File: config.mk
export PLATFORM = sky130hd
export DESIGN_NAME = pps_ctrl
export DESIGN_NICKNAME = d
export VERILOG_FILES = /design/src/rtl/pps_pkg.sv /design/src/rtl/pps_ctrl.sv
export SDC_FILE = /design/constraint.sdc
export NUM_CORES = 1
export LEC_CHECK = 0
export BUFFER_PORTS_ARGS = -buffer_cell sky130_fd_sc_hd__buf_2
export CORE_AREA = 5 5 92 94
export CTS_BUF_LIST = sky130_fd_sc_hd__clkbuf_16
export DETAILED_ROUTE_END_ITERATION = 10
export DIE_AREA = 0 0 97 99
export GPL_ROUTABILITY_DRIVEN = 0
export SYNTH_ARGS = -nofsm -noshare
export SYNTH_HDL_FRONTEND = slang
export SYNTH_SLANG_ARGS = --single-unit
File: constraint.sdc
create_clock -name i_clk -period 6.31 [get_ports i_clk]
set_input_delay 1.262 -clock i_clk [delete_from_list [all_inputs] [get_ports i_clk]]
set_output_delay 1.262 -clock i_clk [all_outputs]
set_load 0.1 [all_outputs]
File: src/rtl/pps_pkg.sv
// Shared constants, codes and controller/datapath bundles for the polygon plane split.
// No dependencies.
package pps_pkg;

    localparam int MAX_VERTS = 64;
    localparam int CNT_W     = $clog2(MAX_VERTS) + 1;
    localparam int CFG_IDX_W = 8;

    localparam logic [CFG_IDX_W-1:0] CFG_NX = 8'd0;
    localparam logic [CFG_IDX_W-1:0] CFG_NY = 8'd1;
    localparam logic [CFG_IDX_W-1:0] CFG_NZ = 8'd2;
    localparam logic [CFG_IDX_W-1:0] CFG_D  = 8'd3;

    localparam logic [1:0] K_X    = 2'd0;
    localparam logic [1:0] K_B    = 2'd1;
    localparam logic [1:0] K_MARK = 2'd2;

    localparam logic [30:0] ONE_T = 31'h4000_0000;

    typedef struct packed {
        logic       accept;
        logic       calc_dist;
        logic [1:0] dist_idx;
        logic       store_first;
        logic       copy_prev;
        logic       bsel;
        logic       div_start;
        logic       div_step;
        logic       lerp_mul;
        logic       lerp_add;
        logic [2:0] lerp_idx;
        logic       load;
        logic [1:0] load_kind;
        logic       load_side;
        logic       release_beat;
        logic       finish;
        logic       finish_done;
    } t_cmd;

    typedef struct packed {
        logic s0;
        logic s1;
        logic div_trivial;
        logic slot_full;
        logic slot_rel;
    } t_stat;

endpackage

File: src/rtl/pps_ctrl.sv
// Controller: sequences distance, edge classification, division, interpolation
// and result emission; holds side counts and polygon flags. Depends on pps_pkg.
module pps_ctrl import pps_pkg::*; (
    input  logic  i_clk,
    input  logic  i_rst_n,
    input  logic  i_in_valid,
    input  logic  i_in_last,
    output logic  o_in_ready,
    input  t_stat i_stat,
    output t_cmd  o_cmd
);

    localparam logic [3:0] S_IDLE = 4'd0;
    localparam logic [3:0] S_DIST = 4'd1;
    localparam logic [3:0] S_FST  = 4'd2;
    localparam logic [3:0] S_ADV  = 4'd3;
    localparam logic [3:0] S_CHK  = 4'd4;
    localparam logic [3:0] S_DIVI = 4'd5;
    localparam logic [3:0] S_DIVR = 4'd6;
    localparam logic [3:0] S_LMUL = 4'd7;
    localparam logic [3:0] S_LADD = 4'd8;
    localparam logic [3:0] S_EMIT = 4'd9;
    localparam logic [3:0] S_MARK = 4'd10;
    localparam logic [3:0] S_FIN  = 4'd11;

    localparam logic [1:0] Q_X1   = 2'd0;
    localparam logic [1:0] Q_B1   = 2'd1;
    localparam logic [1:0] Q_X0   = 2'd2;
    localparam logic [1:0] Q_ONLY = 2'd3;

    logic [3:0]       r_state, n_state;
    logic [4:0]       r_cnt, n_cnt;
    logic             r_last, n_last;
    logic             r_closing, n_closing;
    logic             r_fresh, n_fresh;
    logic             r_have, n_have;
    logic             r_ovf, n_ovf;
    logic [CNT_W-1:0] r_back, n_back, r_front, n_front;
    logic [1:0]       r_kind, n_kind, r_seq, n_seq;
    logic             r_eside, n_eside;
    logic [3:0]       edge_next;
    logic             full_soon;

    always_comb begin
        edge_next = r_closing ? S_MARK : S_ADV;
        full_soon = ({1'b0, r_back} + (CNT_W+1)'(2) >= (CNT_W+1)'(MAX_VERTS))
                 || ({1'b0, r_front} + (CNT_W+1)'(2) >= (CNT_W+1)'(MAX_VERTS));
        n_state = r_state;  n_cnt = r_cnt;  n_last = r_last;
        n_closing = r_closing;  n_fresh = r_fresh;  n_have = r_have;
        n_ovf = r_ovf;  n_back = r_back;  n_front = r_front;
        n_kind = r_kind;  n_seq = r_seq;  n_eside = r_eside;
        o_cmd = '0;
        o_cmd.bsel = r_closing;
        o_cmd.dist_idx = r_cnt[1:0];
        o_cmd.lerp_idx = r_cnt[2:0];
        o_in_ready = 1'b0;
        unique case (r_state)
            S_IDLE: begin
                o_in_ready = 1'b1;
                if (i_in_valid) begin
                    o_cmd.accept = 1'b1;
                    n_last = i_in_last;
                    n_cnt = '0;
                    n_fresh = 1'b0;
                    n_closing = 1'b0;
                    n_state = S_DIST;
                end
            end
            S_DIST: begin
                o_cmd.calc_dist = 1'b1;
                n_cnt = r_cnt + 5'd1;
                if (r_cnt == 5'd3) begin
                    n_state = r_have ? S_CHK : S_FST;
                end
            end
            S_FST: begin
                o_cmd.store_first = 1'b1;
                n_have = 1'b1;
                n_state = S_ADV;
            end
            S_ADV: begin
                o_cmd.copy_prev = 1'b1;
                if (r_last) begin
                    n_closing = 1'b1;
                    n_state = S_CHK;
                end else begin
                    n_state = S_MARK;
                end
            end
            S_CHK: begin
                if (r_ovf) begin
                    n_state = edge_next;
                end else if (full_soon) begin
                    n_ovf = 1'b1;
                    n_fresh = 1'b1;
                    n_state = edge_next;
                end else if (i_stat.s0 == i_stat.s1) begin
                    n_kind = K_B;
                    n_eside = i_stat.s1;
                    n_seq = Q_ONLY;
                    n_state = S_EMIT;
                end else begin
                    n_state = S_DIVI;
                end
            end
            S_DIVI: begin
                o_cmd.div_start = 1'b1;
                n_cnt = '0;
                n_state = S_DIVR;
            end
            S_DIVR: begin
                if (i_stat.div_trivial || r_cnt == 5'd30) begin
                    n_cnt = '0;
                    n_state = S_LMUL;
                end else begin
                    o_cmd.div_step = 1'b1;
                    n_cnt = r_cnt + 5'd1;
                end
            end
            S_LMUL: begin
                o_cmd.lerp_mul = 1'b1;
                n_state = S_LADD;
            end
            S_LADD: begin
                o_cmd.lerp_add = 1'b1;
                n_cnt = r_cnt + 5'd1;
                if (r_cnt == 5'd4) begin
                    n_kind = K_X;
                    n_eside = i_stat.s1;
                    n_seq = Q_X1;
                    n_state = S_EMIT;
                end else begin
                    n_state = S_LMUL;
                end
            end
            S_EMIT: begin
                if (i_stat.slot_full && !i_stat.slot_rel) begin
                    o_cmd.release_beat = 1'b1;
                end else if (!i_stat.slot_full) begin
                    o_cmd.load = 1'b1;
                    o_cmd.load_kind = r_kind;
                    o_cmd.load_side = r_eside;
                    if (r_kind == K_MARK) begin
                        n_state = S_FIN;
                    end else begin
                        if (r_eside) n_front = r_front + CNT_W'(1);
                        else         n_back = r_back + CNT_W'(1);
                        unique case (r_seq)
                            Q_X1: begin
                                n_kind = K_B;
                                n_seq = Q_B1;
                            end
                            Q_B1: begin
                                n_kind = K_X;
                                n_eside = i_stat.s0;
                                n_seq = Q_X0;
                            end
                            default: n_state = edge_next;
                        endcase
                    end
                end
            end
            S_MARK: begin
                if (r_ovf && (r_fresh || r_last)) begin
                    n_kind = K_MARK;
                    n_eside = 1'b0;
                    n_state = S_EMIT;
                end else begin
                    n_state = S_FIN;
                end
            end
            S_FIN: begin
                if (i_stat.slot_full && !i_stat.slot_rel) begin
                    o_cmd.finish = 1'b1;
                    o_cmd.finish_done = r_last;
                end
                if (r_last) begin
                    n_have = 1'b0;
                    n_back = '0;
                    n_front = '0;
                    n_ovf = 1'b0;
                end
                n_state = S_IDLE;
            end
            default: n_state = S_IDLE;
        endcase
    end

    always_ff @(posedge i_clk) begin
        if (!i_rst_n) begin
            r_state <= S_IDLE;
            r_have  <= 1'b0;
            r_ovf   <= 1'b0;
            r_back  <= '0;
            r_front <= '0;
        end else begin
            r_state <= n_state;
            r_have  <= n_have;
            r_ovf   <= n_ovf;
            r_back  <= n_back;
            r_front <= n_front;
        end
    end

    always_ff @(posedge i_clk) begin
        r_cnt     <= n_cnt;
        r_last    <= n_last;
        r_closing <= n_closing;
        r_fresh   <= n_fresh;
        r_kind    <= n_kind;
        r_seq     <= n_seq;
        r_eside   <= n_eside;
    end

endmodule

==> results of run 1 <==
[logic make-up (layout without fill, tap and decap cells)]
logic type,after synthesis,in the layout
and+or+nand+nor,104,104
AOI/OAI and AO/OA,70,70
adders and majority gates,9,9
xor gates and xnor gates,6,6
DFF,33,33
buffers and inverters,36,57
muxes,5,5
[routing by layer]
layer | vias to the layer above | GRT usage [%]
met5 | - | 0
met4 | 0 | 3.56
met3 | 7 | 2.41
met2 | 59 | 19.3
met1 | 950 | 15.6
li1 | 995 | -
[final cells by class]
| class | instances | share of cell area (%) |
|---|---|---|
| timing repair buffer | 30 | 5.95 |
| clock inverter | 3 | 0.446 |
| tap | 102 | 5.06 |
| clock buffer | 5 | 4.96 |
| sequential | 33 | 31.3 |
| inverter | 19 | 2.83 |
| multi-input combinational | 194 | 49.4 |
[power breakdown]
group	internal [mW]	switching, mW	total, mW
combinational	0.0468	0.174	0.221
clock	0.142	0.0874	0.229
sequential	0.241	0.0328	0.274
[state kept, by name, indices dropped and copies added, names as in the netlist]
register	cells
r_last	1
r_kind	2
r_front	7
r_have	1
r_eside	1
r_fresh	1
r_ovf	1
r_back	7
r_seq	2
r_state	4
r_closing	1
r_cnt	5
[through the flow]
step / utilization (%) / hold WS [ns]
after floorplan: - / 0.448
after global placement: 31.5 / 0.463
after detailed placement: 31.5 / 0.475
after CTS: 33.3 / 0.484
after global routing: 33.3 / 0.494
final: 33.3 / 0.479
[how the worst max path moves through the flow]
stage / cells past startpoint / endpoint
6_report: 4 / o_cmd[12]
5_1_grt: 4 / o_cmd[0]
4_1_cts: 4 / o_cmd[12]
3_5_place_dp: 4 / o_cmd[12]
3_3_place_gp: 4 / o_cmd[12]
2_1_floorplan: 5 / o_cmd[20]
[cell usage in the layout (no fill, tap or decap), types with 4 or more instances in the layout]
cell type	count
ha_1	9
o211ai_1	4
nor3_1	4
or3_1	6
nor2b_1	6
nand3_1	6
mux2i_1	4
a22oi_1	5
clkbuf_16	5
nand2b_1	6
inv_1	21
edfxtp_1	13
a21oi_1	16
o21ai_0	12
nand2_1	29
buf_2	30
o31ai_1	4
nor2_1	22
o21a_1	4
a31oi_1	5
dfxtp_1	20
[worst max-delay path: cells and delay by family]
family                 cells  cell delay [ns]
buffers and inverters      3             0.62
AND/OR/NAND/NOR            1             0.58
==> qor.yml, run 1 <==
clock-root-buffer: "clkbuf_16"
seq_area_sq_um: 791
m1WireLength_um: 2670
hold_start: "r_back[5]"
synth_nets: 281
cpPeakStageDelay_ns: 0.58
status: "complete, no violations"
slew_violations: 0
required_ns: 5.05
wire_per_inst_um: 14.2
irDropWorstVdd_mv: 0.245
row_count: 32
yosysTopAreaCell: "dfxtp_1"
cts.clk_slew.worst_paths_ns: 0.05
p_per_area_nw_per_um2: 287
reg2reg_slack_ns: 3.72
met2WireLength_um: 2490
hpwl_um: 4100
rr_startpoint: "r_state[0]"
grt_setup_unrepaired: "false"
grt_pass1_wl_um: 9320
syn_inst: 263
fp.dieArea_sq_um: 9600
critical_path_class: "in2out"
worst_slack_ns: 2.59
vias_per_cell: 5.21
remaining_drc_errors: 0
start_util_pct: 29.3
synthTopCellsByArea: "dfxtp_1 (18%), edfxtp_1 (18%), ha_1 (5.1%)"
synth_compound_area_share_pct: 21.5
wl_met3_um: 239
drt-initial-drc-count: 75
groute.usage.overall_pct: 11.8
clkSinkCount: 33
io_buffers: 30
hold_path_class: "reg2reg"
areaGrowthSynthToFinish_pct: 13.8
slowest_stage: "or4_1"
top_layer_used: "met4"
worstHoldEndpoint: "r_back[5]"
p_leak_nw: 1.05
ys_seq_area_share_pct: 35.6
cp-start-kind: "input pin"
multi_input_area_sq_um: 1250
grt_pass1_vias: 1879
drive_gt1_share_pct: 14.1
post_cts_resized: 0
synth.ff_latch_count: 33
cts_buffers: 5
r2r_end: "r_back[5]"
worst_setup_path_end_kind: "output port"
io_pins: 31
period_needed_ns: 3.72
finalSetupViolations: 0
synth_ff_type: "dfxtp_1"
cap_violations: 0
synth.area.mux_share_pct: 2.31
fmax_ghz: 0.269
drtAntennaViolNets: 0
dpl_cell_area_sq_um: 2390
cts_buffer_depth: 2
synth_most_common_cell: "nand2_1"
cpMostUsedCell: "buf_2"
fin_tns_setup_ns: 0
grt_max_degree: 24
synthArstFlopShare_pct: 0
tightest_slew_ns: 0.913
finalClockSkew_ns: 0.00244
arrival_ns: 2.46
fin_cells: 386
fin_area_sq_um: 2520
dpl.cell_count: 378
synth_simple_gate_area_share_pct: 24.9
grt_antenna_before_repair: 0
synth_top_family_by_area: "simple AND/OR/NAND/NOR gates"
netlist_area_sq_um: 2220
synth_edf_count: 13
fin_crit_sh_pct: 59.0
dp_worst_setup_slack_ns: 2.59
layout.nets: 301
diodes: 0
fp.coreArea_sq_um: 7570
cts_hold_buf: 0
hold_depth: 2
htreeDepth: 2
grt.overflow.total: 0
hold_viol: 0
synth_area_per_cell_sq_um: 8.43
vias: 2011
synth_common_cells: "nand2_1 (29), nor2_1 (22), dfxtp_1 (20), inv_1 (19), a21oi_1 (16)"
firstDrtPassIters: 4
n_fill_cell: 789
cts_setup_buffers: 0
finalPower_mw: 0.724
synth_xor_area_share_pct: 2.37
cts_tree: "done"
path_max_fanout: 3
crit_chain: "buf_2 > or4_1 > inv_1 > buf_2"
die_height_um: 99
worstSetupStartpoint: "i_stat[2]"
routed_wl_um: 5480
timing.slew.headroom_pct: 39.0
synth_fa_ha_area_share_pct: 5.08
yosysUniqueCellTypes: 51
synth_top_cell_area_share_pct: 18.0
clk_latency_ns: 0.28
r2r_cells: 5
yosys_warnings: 0
die_w_um: 97
No activity file was read; power rests on OpenSTA's default activity.
==> run 2, diff against run 1 <==
ABC_AREA = 1   (was unset)
CORE_AREA = 5 5 91 93   (was 5 5 92 94)
DIE_AREA = 0 0 96 98   (was 0 0 97 99)
clock period = 3.85 ns   (was 6.31 ns; I/O delays follow)
==> qor.yml, run 2 <==
yosysUniqueCellTypes: 33  # -35%
routed_wl_um: 5010  # -8.4%
final_cell_mix: "nand2_1 (66), inv_1 (46), nor2_1 (43)"
p_leak_nw: 1.18  # +12%
path_max_fanout: 6  # +3
crit_chain: "nor2_1 > inv_1 > nor2_2 > inv_1 > nor2_1 > buf_2"
fin_crit_sh_pct: 67.4
clk_latency_ns: 0.28  # about the same
worst_slack_ns: 1.26  # -1.33 ns
grt.overflow.total: 0  # unchanged
grt_pass1_vias: 1783  # -5.1%
r2r_cells: 10  # +5
sw_frac_of_total_pct: 48.5  # +7.8 points
switchingPower_mw: 0.792  # +170%
synth_edf_count: 13  # unchanged
drtAntennaViolNets: 0  # unchanged
htreeDepth: 2  # unchanged
die_height_um: 98  # -1.0%
synth.ff_latch_count: 33  # unchanged
synth_nets: 314  # +12%
cpPeakStageDelay_ns: 0.45  # -0.13 ns
hold_viol: 0  # unchanged
synth_common_cells: "nand2_1 (66), inv_1 (45), nor2_1 (44), dfxtp_1 (20), a21oi_1 (17)"
hold_ws_ns: 0.487  # +0.00809 ns
areaGrowthSynthToFinish_pct: 18.2
vias: 1943  # -3.4%
timing.slew.headroom_pct: 64.1  # +25 points
layout_commonest_cell: "nand2_1"
fmax_ghz: 0.385
remaining_drc_errors: 0  # unchanged
p_per_area_nw_per_um2: 652  # +130%
cts_hold_buf: 0  # unchanged
io_buffers: 30  # unchanged
finalSetupViolations: 0  # unchanged
cap_violations: 0  # unchanged
yosys_warnings: 0  # unchanged
hold_depth: 2  # unchanged
synth_most_common_cell: "nand2_1"
fp.dieArea_sq_um: 9410  # -2.0%
synth_ff_type: "dfxtp_1"
synthArstFlopShare_pct: 0  # unchanged
fp.coreArea_sq_um: 7450  # -1.6%
slowest_stage: "buf_2"
io_pins: 31  # unchanged
tightest_slew_ns: 0.534  # -0.378 ns
crit_family: "buffers and inverters"
synth_area_per_cell_sq_um: 7.17  # -15%
synth_top_cell_area_share_pct: 18.9  # +0.82 points
required_ns: 3.08  # -1.97 ns
r2r_end: "r_kind[0]"
diodes: 0  # unchanged
grt_setup_unrepaired: "false"
start_util_pct: 28.5  # -0.82 points
status: "complete, no violations"
grt_antenna_before_repair: 0  # unchanged
cts_buffers: 5  # unchanged
period_needed_ns: 2.59
wire_per_inst_um: 11.7  # -18%
irDropWorstVdd_mv: 0.390  # +59%
worstHoldEndpoint: "r_back[4]"
grt_pass1_wl_um: 8430  # -9.5%
post_cts_resized: 0  # unchanged
die_w_um: 96  # -1.0%
crit_buf_inv: 3  # unchanged
layout.nets: 344  # +14%
dp_worst_setup_slack_ns: 1.46  # -1.13 ns
reg_top3: "r_back (7), r_front (7), r_cnt (5)"
critical_path_class: "reg2out"
vias_per_cell: 4.53  # -13%
slew_violations: 0  # unchanged
netlist_area_sq_um: 2120  # -4.3%
p_clk_share_pct: 25.4  # -6.2 points
hpwl_um: 4020  # -1.9%
yosysTopAreaCell: "dfxtp_1"
p_comb_share_pct: 44.4  # +14 points
grt_max_degree: 11  # -54%
firstDrtPassIters: 4  # unchanged
worst_setup_path_end_kind: "output port"
cts_buffer_depth: 2  # unchanged
synthTopCellsByArea: "dfxtp_1 (19%), edfxtp_1 (18%), nand2_1 (12%)"
fin_tns_setup_ns: 0  # unchanged
drive_gt1_share_pct: 15.3  # +1.2 points
reg2reg_slack_ns: 1.83  # -1.89 ns
clkSinkCount: 33  # unchanged
finalPower_mw: 1.64  # +130%
hold_path_class: "reg2reg"
rr_startpoint: "r_state[2]"
finalClockSkew_ns: 0.00644  # +0.00400 ns
arrival_ns: 1.82  # -0.64 ns
cp-start-kind: "register"
drt-initial-drc-count: 211  # +180%
cts.clk_slew.worst_paths_ns: 0.05  # about the same
ys_seq_area_share_pct: 37.3  # +1.6 points
syn_inst: 296  # +13%
internal-power_mw: 0.843  # +96%
hold_start: "r_back[4]"
row_count: 32  # unchanged
groute.usage.overall_pct: 11.3  # -0.46 points
clock-root-buffer: "clkbuf_16"
seq_power_share_pct: 30.2  # -7.6 points
cts_tree: "done"
cts_setup_buffers: 0  # unchanged
## run 2: changes by cell type after synthesis, sizes merged, moves of 10 or more
cell	change
inv	+28
nand2	+38
nand3	+10
nor2	+28
## run 2: cell type report
cell class	instances	area (sq um)
clock buffer	6	150
clock inverter	2	7.51
fill	823	4940
inverter	47	181
multi-input combinational	209	1100
sequential	33	791
tap	102	128
timing repair buffer	30	150
## run 2: worst max path at each step
stage | from | end | slack (ns) | depth (start not counted)
floorplan | i_stat[1] | o_cmd[5] | 0.1 | 1
global placement | i_stat[1] | o_cmd[0] | 1.49 | 4
finish | r_state[3] | o_cmd[20] | 1.26 | 6
global route | r_state[3] | o_cmd[20] | 1.04 | 6
detailed placement | i_stat[1] | o_cmd[0] | 1.46 | 4
CTS | r_state[3] | o_cmd[20] | 1.23 | 6
## run 2: metrics by stage
stage,area (sq um),std cells,utilization (%)
6_report,2510,429,33.7
3_5_place_dp,2350,421,31.6
2_1_floorplan,2120,296,-
3_3_place_gp,2350,421,31.6
5_1_grt,2510,429,33.7
4_1_cts,2510,429,33.7
## run 2: power by group through the flow
stage                     clock network (mW)  logic, mW  registers, mW
after floorplan                            0      0.655          0.485
after global placement                     0      0.729          0.499
after detailed placement                   0      0.726          0.501
after CTS                              0.424      0.730          0.493
after global routing                   0.442      0.776          0.504
final                                  0.416      0.726          0.494
## run 2: worst register-to-register path: cells and delay by family (launching register included)
family	cells	cell delay, ns
and+or+nand+nor	5	0.83
buffers and inverters	4	0.43
DFF	1	0.37
AOI/OAI and AO/OA	1	0.10
## run 2: cell families (layout without fill, tap and decap cells)
group                    after synthesis  after routing  synth area share [%]
AND/OR/NAND/NOR                      154            154                  32.8
XOR/XNOR                               7              7                  2.89
AO/OA/AOI/OAI                         39             39                  10.7
adder cells (fa/ha/maj)                9              9                  5.31
flip-flops                            33             33                  37.3
buffers and inverters                 54             85                  11.0
## run 2: routing by layer
layer	wire length, um	global-route usage [%]
met5	0	0
met4	89	3.61
met3	281	2.54
met2	2240	16.9
met1	2400	16.0
==> run 3, diff against run 2 <==
clock period = 2.12 ns   (was 3.85 ns; I/O delays follow)
==> qor.yml, run 3 (synthesis gave the netlist of run 2 again) <==
grt_max_degree: 11  # unchanged
finalClockSkew_ns: 0.00618  # -0.000260 ns
cpPeakStageDelay_ns: 0.32  # -0.13 ns
drive_gt1_share_pct: 20.3  # +5.0 points
timing.slew.headroom_pct: 66.3  # +2.2 points
row_count: 32  # unchanged
grt_setup_unrepaired: "true"
cp_num_cells: 6  # unchanged
wire_per_inst_um: 11.7  # +0.30%
hold_depth: 1  # -1
vias: 1951  # +0.41%
die_height_um: 98  # unchanged
fmax_ghz: 0.488
n_fill_cell: 801  # -2.7%
post_cts_resized: 0  # unchanged
switchingPower_mw: 1.49  # +87%
finalSetupViolations: 0  # unchanged
path_max_fanout: 10  # +4
status: "complete, no violations"
finalPower_mw: 3.04  # +86%
cap_violations: 0  # unchanged
hold_path_class: "in2reg"
fin_cells: 432  # +0.70%
remaining_drc_errors: 0  # unchanged
clkSinkCount: 33  # unchanged
fp.dieArea_sq_um: 9410  # unchanged
diodes: 0  # unchanged
critical_path_class: "reg2out"
final_cell_mix: "nand2_1 (65), inv_1 (46), nor2_1 (35)"
drtAntennaViolNets: 0  # unchanged
crit_buf_inv: 3  # unchanged
cts_tree: "done"
layout.nets: 347  # +0.87%
irDropWorstVdd_mv: 0.554  # +42%
required_ns: 1.70  # -1.38 ns
drt-initial-drc-count: 105  # -50%
fp.coreArea_sq_um: 7450  # unchanged
hold_viol: 0  # unchanged
slew_violations: 0  # unchanged
period_needed_ns: 2.05
arrival_ns: 1.62  # -0.20 ns
cp-start-kind: "register"
io_buffers: 30  # unchanged
p_leak_nw: 1.23  # +4.0%
groute.usage.overall_pct: 11.5  # +0.15 points
dpl.cell_count: 424  # +0.71%
multi_input_area_sq_um: 1150  # +4.8%
grt.overflow.total: 0  # unchanged
sw_frac_of_total_pct: 48.8  # +0.37 points
slowest_stage: "dfxtp_1"
cts_buffers: 5  # unchanged
crit_family: "simple AND/OR/NAND/NOR gates"
p_comb_share_pct: 48.5  # +4.1 points
io_pins: 31  # unchanged
areaGrowthSynthToFinish_pct: 28.2
routed_wl_um: 5060  # +1.0%
vias_per_cell: 4.52  # -0.29%
p_per_area_nw_per_um2: 1120  # +71%
cts_setup_buffers: 0  # unchanged
r2r_cells: 7  # -3
layout_commonest_cell: "nand2_1"
grt_antenna_before_repair: 0  # unchanged
fin_crit_sh_pct: 96.6
cts.clk_slew.worst_paths_ns: 0.05  # about the same
crit_chain: "inv_1 > nand2_4 > nor2_8 > inv_6 > nor3b_2 > buf_12"
firstDrtPassIters: 4  # unchanged
worst_slack_ns: 0.0728  # -1.18 ns
p_clk_share_pct: 21.9  # -3.5 points
internal-power_mw: 1.56  # +85%
dp_worst_setup_slack_ns: 0.138  # -1.32 ns
grt_pass1_vias: 1915  # +7.4%
htreeDepth: 2  # unchanged
cts_hold_buf: 0  # unchanged
die_w_um: 96  # unchanged
hpwl_um: 4070  # +1.3%
seq_area_sq_um: 792  # +0.16%
clock-root-buffer: "clkbuf_16"
cts_buffer_depth: 2  # unchanged
start_util_pct: 28.5  # unchanged
seq_power_share_pct: 29.6  # -0.6 points
worst_setup_path_end_kind: "output port"
clk_latency_ns: 0.28  # about the same
tightest_slew_ns: 0.508  # -0.0260 ns
reg_top3: "r_back (7), r_front (7), r_cnt (5)"
grt_pass1_wl_um: 8560  # +1.6%
run 3: changes by cell type in the layout (fill, tap and decap cells not counted), sizes merged:
cell	change
clkbuf	+2
inv	+2
clkinv	-1
run 3: layer usage:
layer / track usage (%) / vias up / share of wire [%]
met5: 0 / - / 0
met4: 5.25 / 0 / 2.2
met3: 2.93 / 7 / 6.1
met2: 17.4 / 48 / 44
met1: 15.1 / 878 / 48
li1: - / 1018 / -
run 3: cell type report:
cell class	count	share of cell area [%]
inverter	47	6.67
tap	102	4.69
clock buffer	5	4.60
sequential	33	29.1
timing repair buffer	33	12.1
multi-input combinational	209	42.4
clock inverter	3	0.414
run 3: power groups by stage:
stage / clock [mW] / sequential (mW) / combinational, mW
after global routing: 0.710 / 0.918 / 1.57
after detailed placement: 0 / 0.908 / 1.46
final: 0.665 / 0.901 / 1.48
after global placement: 0 / 0.905 / 1.46
after floorplan: 0 / 0.881 / 1.22
after CTS: 0.684 / 0.897 / 1.47
run 3: worst paths after layout:
| kind | startpoint | to | slack [ns] |
|---|---|---|---|
| worst max-delay path | r_state[2] | o_cmd[5] | 0.07 |
| worst min-delay path | i_in_last | r_last | 0.33 |
| worst max register to register | r_cnt[1] | r_state[2] | 0.18 |
| worst min register to register | r_front[5] | r_front[5] | 0.48 |
run 3: through the flow:
step                util (%)  instance area, sq um  hold WS (ns)  setup TNS [ns]
detailed placement      34.4                  2560         0.473               0
global placement        34.4                  2560         0.460               0
floorplan                  -                  2160         0.443           -2.33
CTS                     36.2                  2700         0.321               0
global route            36.5                  2720         0.319         -0.0421
finish                  36.5                  2720         0.327               0
